**src/rtl/core/sint_pkg.sv**
```systemverilog
// ---------------------------------------------------------------------------
// sint_pkg
// Widths, lane record and result formatting shared by the segment
// intersection pipeline.
// ---------------------------------------------------------------------------
package sint_pkg;

   localparam int COORD_BITS = 16;
   localparam int FRAC_BITS  = 16;
   localparam int OUT_W      = 32;

   localparam int DIFF_W  = COORD_BITS + 1;          // endpoint differences
   localparam int PROD_W  = 2 * DIFF_W;              // one cross-product term
   localparam int CROSS_W = PROD_W + 1;              // den, tn, un (signed)
   localparam int DEN_W   = CROSS_W - 1;             // |den| after sign fold
   localparam int SUM_W   = CROSS_W + COORD_BITS + 2; // p0*den + tn*dp
   localparam int QUO_W   = COORD_BITS + FRAC_BITS;  // quotient bits, one per cell
   localparam int SAT_W   = (QUO_W > OUT_W + 1) ? QUO_W : OUT_W + 1;

   localparam int REQ_W = ((8 * COORD_BITS + 7) / 8) * 8;
   localparam int RSP_W = 2 * OUT_W;

   typedef struct packed {
      logic             hit;
      logic             neg_x;
      logic             neg_y;
      logic [DEN_W-1:0] den;
      logic [DEN_W-1:0] rem_x;
      logic [DEN_W-1:0] rem_y;
      logic [QUO_W-1:0] nq_x;   // numerator low bits in, quotient bits out
      logic [QUO_W-1:0] nq_y;
   } sint_lane_type;

   // apply sign to the quotient magnitude, saturate to the 32-bit range
   function automatic logic [OUT_W-1:0] sint_fix(input logic neg, input logic [QUO_W-1:0] q);
      logic [SAT_W-1:0] qe;
      logic [SAT_W-1:0] lim_pos;
      logic [SAT_W-1:0] lim_neg;
      logic [OUT_W-1:0] res;
      qe      = SAT_W'(q);
      lim_pos = SAT_W'({1'b0, {(OUT_W-1){1'b1}}});
      lim_neg = SAT_W'({1'b1, {(OUT_W-1){1'b0}}});
      if (neg) begin
         if (qe > lim_neg) res = {1'b1, {(OUT_W-1){1'b0}}};
         else              res = OUT_W'(~qe + SAT_W'(1));
      end else begin
         if (qe > lim_pos) res = {1'b0, {(OUT_W-1){1'b1}}};
         else              res = OUT_W'(qe);
      end
      return res;
   endfunction

endpackage

```
**src/rtl/core/sint_div_cell.sv**
```systemverilog
// ---------------------------------------------------------------------------
// sint_div_cell
// One restoring-division step for both coordinates: produces one quotient
// bit each and hands the lane to the next cell.
// ---------------------------------------------------------------------------
module sint_div_cell
   import sint_pkg::*;
(
   input  logic          clock,
   input  logic          reset,
   input  logic          en,
   input  logic          in_valid,
   input  sint_lane_type in_lane,
   output logic          out_valid,
   output sint_lane_type out_lane
);

   logic                 valid_ff;
   sint_lane_type        lane_ff;
   sint_lane_type        lane_in;
   logic [DEN_W:0]       tx, ty, dext;
   logic                 gex, gey;

   always_comb begin
      dext    = {1'b0, in_lane.den};
      tx      = {in_lane.rem_x, in_lane.nq_x[QUO_W-1]};
      ty      = {in_lane.rem_y, in_lane.nq_y[QUO_W-1]};
      gex     = tx >= dext;
      gey     = ty >= dext;
      lane_in       = in_lane;
      lane_in.rem_x = gex ? DEN_W'(tx - dext) : DEN_W'(tx);
      lane_in.rem_y = gey ? DEN_W'(ty - dext) : DEN_W'(ty);
      lane_in.nq_x  = {in_lane.nq_x[QUO_W-2:0], gex};
      lane_in.nq_y  = {in_lane.nq_y[QUO_W-2:0], gey};
   end

   always_ff @(posedge clock) begin
      if (reset) begin
         valid_ff <= 1'b0;
      end else if (en) begin
         valid_ff <= in_valid;
      end
   end

   always_ff @(posedge clock) begin
      if (en) begin
         lane_ff <= lane_in;
      end
   end

   assign out_valid = valid_ff;
   assign out_lane  = lane_ff;

endmodule

```
**config.mk**
```make
export PLATFORM = sky130hd
export DESIGN_NAME = sint_div_cell
export DESIGN_NICKNAME = d
export VERILOG_FILES = /design/src/rtl/core/sint_pkg.sv /design/src/rtl/core/sint_div_cell.sv
export SDC_FILE = /design/constraint.sdc
export NUM_CORES = 1
export LEC_CHECK = 0
export ABC_AREA = 0
export BUFFER_PORTS_ARGS = -buffer_cell sky130_fd_sc_hd__buf_2
export CAP_MARGIN = 0
export CELL_PAD_IN_SITES_DETAIL_PLACEMENT = 0
export CELL_PAD_IN_SITES_GLOBAL_PLACEMENT = 1
export CORE_MARGIN = 3
export CORE_UTILIZATION = 40
export CTS_BUF_LIST = sky130_fd_sc_hd__clkbuf_4
export CTS_CLUSTER_DIAMETER = 100
export DETAILED_ROUTE_END_ITERATION = 8
export PLACE_DENSITY_LB_ADDON = 0.05
export SLEW_MARGIN = 25
export SYNTH_ARGS = -nofsm -noshare
export SYNTH_HDL_FRONTEND = slang
export SYNTH_SLANG_ARGS = --single-unit
```
**constraint.sdc**
```tcl
create_clock -name clock -period 3.8 [get_ports clock]
set_input_delay 0.57 -clock clock [delete_from_list [all_inputs] [get_ports clock]]
set_output_delay 0.57 -clock clock [all_outputs]
set_load 0.01 [all_outputs]
```
# --- Word level (Yosys, flattened, before mapping) ---
# Index checks and enable logic that the tools add are counted.
totals:
  output_inout_bits: 170
  memories: 0
  mem_bits_rw: 0
  romBits: 0
  in_bits: 173
  latchBits: 0
  regBits: 170
classes:
  n_eq_ne: 0
  div_mod_pow: 0
  order_cmp: 2
  multipliers: 0
  n_mux: 2
  add_sub_neg: 2
  shifts: 0
  bitwise_logic: 0
  n_reduce_logical: 0
op_table:
  columns: ["operator", "count"]
  rows:
  - ["$ge 35x34->1", 2]
  - ["$mux 34", 2]
  - ["$sub 34x34->34", 2]

# --- Logic depth before layout (Yosys ltp) ---
logic_depth:
  word_depth: 2
  ltp_mapped: 12
  ltp_nobuf: 12

# --- Worst setup path before layout ---
# OpenSTA, ideal clock, no wires.
synth_timing:
  path_kind: "in2reg"
  start: "in in_lane[148] (netlist bit)"
  end: "reg lane_ff (netlist bit out_lane[89]) (data pin)"
  t_arrival_ns: 3.202
  t_required_ns: 3.540
  path_slack_ns: 0.338
  path_buffers: 1
  cell_stages: 11
  setup_ns: 0.260
  cell_sequence: "inv_1 > ha_1 > a21o_1 > a21o_1 > a2111oi_4 > a31oi_1 > a211o_2 > a21o_1 > a31oi_4 > buf_6 > mux2_2"
synth_rtl:
  columns: ["element", "line_no", "text"]
  rows:
  - ["start, declared", "sint_div_cell.sv:13", "input sint_lane_type in_lane,"]
  - ["end signal, assigned", "sint_div_cell.sv:47", "lane_ff <= lane_in;"]
  - ["end, declared", "sint_div_cell.sv:19", "sint_lane_type lane_ff;"]

==> impl_metrics.tcl <==
set metrics [dict create \
    status "finished, final reports clean" \
    drt-wirelength-per-cell_um 18.54 \
    syn-mean-instance-area_um2 11.13 \
    final_critical_path_setup_slack_ns 0.5291 \
    final_clock_skew_ns 0 \
    final_global_route_overflow_total 0 \
    holdPathEnd "out_valid$_SDFFE_PP0P_" \
    cp.required_ns 4.13 \
    route.detailed.vias_per_inst 5.127 \
    worst-r2r-setup-slack_ns 3.21 \
    area_growth_pct 26.01 \
    critical_path_class "input port to flop" \
    slew-limit-headroom 0.3053 \
    length_of_routed_wiring_on_met1_um 13070 \
    timing.critical_path.arrival_ns 3.60 \
    design.final.nets 1501 \
    critical_path.reg2reg.startpoint "out_valid$_SDFFE_PP0P_" \
    num_rows 57 \
    dpl-instance-area_um2 12230 \
    cpMaxStageDelayCell "a2111oi_0" \
    num_io_pins 343 \
    drt_wl_total_um 29610 \
    cpPeakStageDelay_ns 0.51 \
    setup_violations 0 \
    critical_path.cell_chain "buf_2 -> inv_1 -> ha_1 -> nand2_1 -> a2111oi_0 -> o21ai_0 -> a311oi_1 -> nor2_1 -> o31ai_4 -> buf_12 -> mux2_2" \
    path_delay_family "compound AO/OA/AOI/OAI gates" \
    power.density_cell_area_nw_per_um2 393.9 \
    synth_enable_flop_cells 169 \
    yosys_register_bits 170 \
    synthesis.yosys.warnings 0 \
    drc_errors 0 \
    grt_first_pass_wirelength_um 44320 \
    layout.core_utilization 0.5143 \
    clock_tree.htree_level_count 4 \
    dieArea_um2 26820 \
    worst_setup_path_start_kind "input port" \
    final_layout_size_suffix_gt1_frac 0.3596 \
    largest_net_degree_at_the_start_of_global_routing 70 \
    worst-slew-pin-transition_ns 1.016 \
    core-area_um2 24390 \
    seq_area_frac_synth 0.5118 \
    place_hpwl_um 23710 \
    clk_latency_ns 0.59 \
    fin_hold_viols 0 \
    clkSlewWorstSetupHoldPaths_ns 0.18 \
    hold_path_class "input port to flop" \
    critical_path.endpoint_type "flop" \
    timing.critical_path.fanout_max 37 \
    final.period_utilization 0.8608 \
    first_global_vias 7824 \
    pre_cts_ws_ns -0.1263 \
    final-max-slew-violation-count 0 \
    fmax_mhz 305.7 \
    final.min_clock_period_ns 3.271 \
    power_mw 4.941 \
    unrepaired_setup_endpoints_after_global_routing "false" \
    cp_num_buf_inv 3 \
    routed-via-count 8188 \
    final-seq-area_um2 5095 \
    hold_depth 2 \
    nFillCells 2351 \
    uppermost_layer_routed "met5" \
    clock-root-buffer "clkbuf_4" \
    chipWidth_um 163.8 \
    cts_tree "yes" \
    dr.first_iter.drc_count 474 \
    design_area_um2 12540 \
    fp.dieH_um 163.8 \
    clk_path_buf_depth 2 \
    finalWeightedCongestion 0.8984 \
    met3WireLength_um 2364 \
    clkSinkCount 170 \
    antenna_left 0 \
    wl_met2_um 13720 \
    reg2reg_to "out_valid$_SDFFE_PP0P_" \
    timing.hold.worst.start "reset" \
    number_of_antenna_violations_at_the_first_check_in_global_routing 4 \
    ys_async_sr_fraction 0 \
    syn-instance-count 894 \
    synth_cell_types 64 \
    io_buffer_count 342 \
    crit_path_start "in_lane[146]" \
    max-cap-violations 0 \
    vdd_ir_drop_max_mv 0.1995 \
    netlist_area_um2 9955 \
    initial_core_util 0.4081 \
    synthesis.nets 1137 \
    cts_hold_buffers 0 \
    r2r.worst_path.cells 2 \
    multiInputGateArea_um2 4529 \
    cts_resized 0 \
    synthFlopType "edfxtp_1" \
    cts_setup_buffers 0 \
    global_route_usage_sum 0.2132 \
    drt_pass1_iterations 7 \
    leakage_nw 5.557 \
    cts_buffers 17 \
]
[worst reg2reg max path: cells and delay by family (launching register included)]
kind | cells | cell delay, ns
simple gates | 1 | 0.05
flops | 1 | 0.35
mux | 1 | 0.12
[metal layers]
layer / global-route usage / up-vias
li1: - / 4105
met1: 0.2837 / 3759
met2: 0.3498 / 289
met3: 0.05675 / 31
met4: 0.04921 / 4
met5: 0 / -
[state kept, by name (all words and copies together) (netlist names)]
signal and cells:
out_lane 169, out_valid 1
[per-stage QoR]
stage	std cells	TNS, ns	hold slack, ns
finish	1597	0	0.1012
global route	1597	0	0.05254
CTS	1595	0	0.04749
detailed placement	1563	-0.9747	0.4876
global placement	1563	-1.972	0.4727
floorplan	894	0	0.5279
[how the worst max path moves through the flow]
stage / endpoint / slack (ns) / depth (start not counted)
finish: out_lane[116]$_DFFE_PP_ / 0.53 / 11
global route: out_lane[124]$_DFFE_PP_ / 0.21 / 12
CTS: out_lane[124]$_DFFE_PP_ / 0.53 / 12
detailed placement: out_lane[124]$_DFFE_PP_ / -0.13 / 12
global placement: out_lane[124]$_DFFE_PP_ / -0.22 / 12
floorplan: out_lane[89]$_DFFE_PP_ / 0.34 / 11
[report_power, final]
group / switching [mW] / internal, mW
Clock: 0.807 / 0.312
Combinational: 0.822 / 0.634
Sequential: 0.0479 / 2.32
Total: 1.68 / 3.26
[cells by family (layout without fill, tap and decap cells)]
family	Yosys count	in the layout	synth area share
mux	49	49	0.05480
flops	170	170	0.5118
buf+inv	86	463	0.03519
simple gates	226	226	0.1052
compound gates	242	242	0.1586
other cells	0	2	0
fa+ha+maj	70	70	0.08949
xor+xnor	51	51	0.04487
[synth_stat cells (4+ instances only)]
master	instances	area (um^2)
nand2_1	57	214.0
nand3_1	19	95.09
o211ai_1	10	75.07
nand2b_1	7	43.79
a21o_1	34	255.2
xnor2_1	31	271.5
and3_1	4	25.02
a2111oi_0	8	70.07
edfxtp_1	169	5075
nand4_1	11	68.82
xor2_1	20	175.2
o21bai_1	7	52.55
nor3_1	19	95.09
inv_1	64	240.2
and4_1	4	35.03
nor2_1	80	300.3
a31oi_1	7	43.79
ha_1	68	850.8
mux2i_1	5	50.05
mux2_2	44	495.5
a21oi_1	91	455.4
clkbuf_1	15	56.30
o21a_1	5	37.54
a211oi_1	6	45.04
nor4_1	6	37.54
buf_2	4	20.02
nor2b_1	4	25.02
or2_2	4	25.02
o21ai_0	35	175.2
o311ai_0	5	43.79
[layout by cell type (no fill, tap or decap), drive strengths merged, types with 34 or more instances in the layout]
| master | netlist | layout |
|---|---|---|
| a21oi | 91 | 91 |
| o21ai | 36 | 36 |
| nand2 | 57 | 57 |
| a21o | 34 | 34 |
| inv | 64 | 72 |
| ha | 68 | 68 |
| buf | 7 | 367 |
| mux2 | 44 | 44 |
| nor2 | 80 | 80 |
| edfxtp | 169 | 169 |
[final cells by class]
cell class	instances	area share
flip-flops and latches	170	0.4062
clock buffers	17	0.01017
multi-input cells	638	0.3611
inverters	64	0.01915
repair buffers	367	0.1569
well taps	324	0.03232
diodes	2	0.0003990
clock inverters	15	0.01377
No activity file was read; power rests on OpenSTA's default activity.
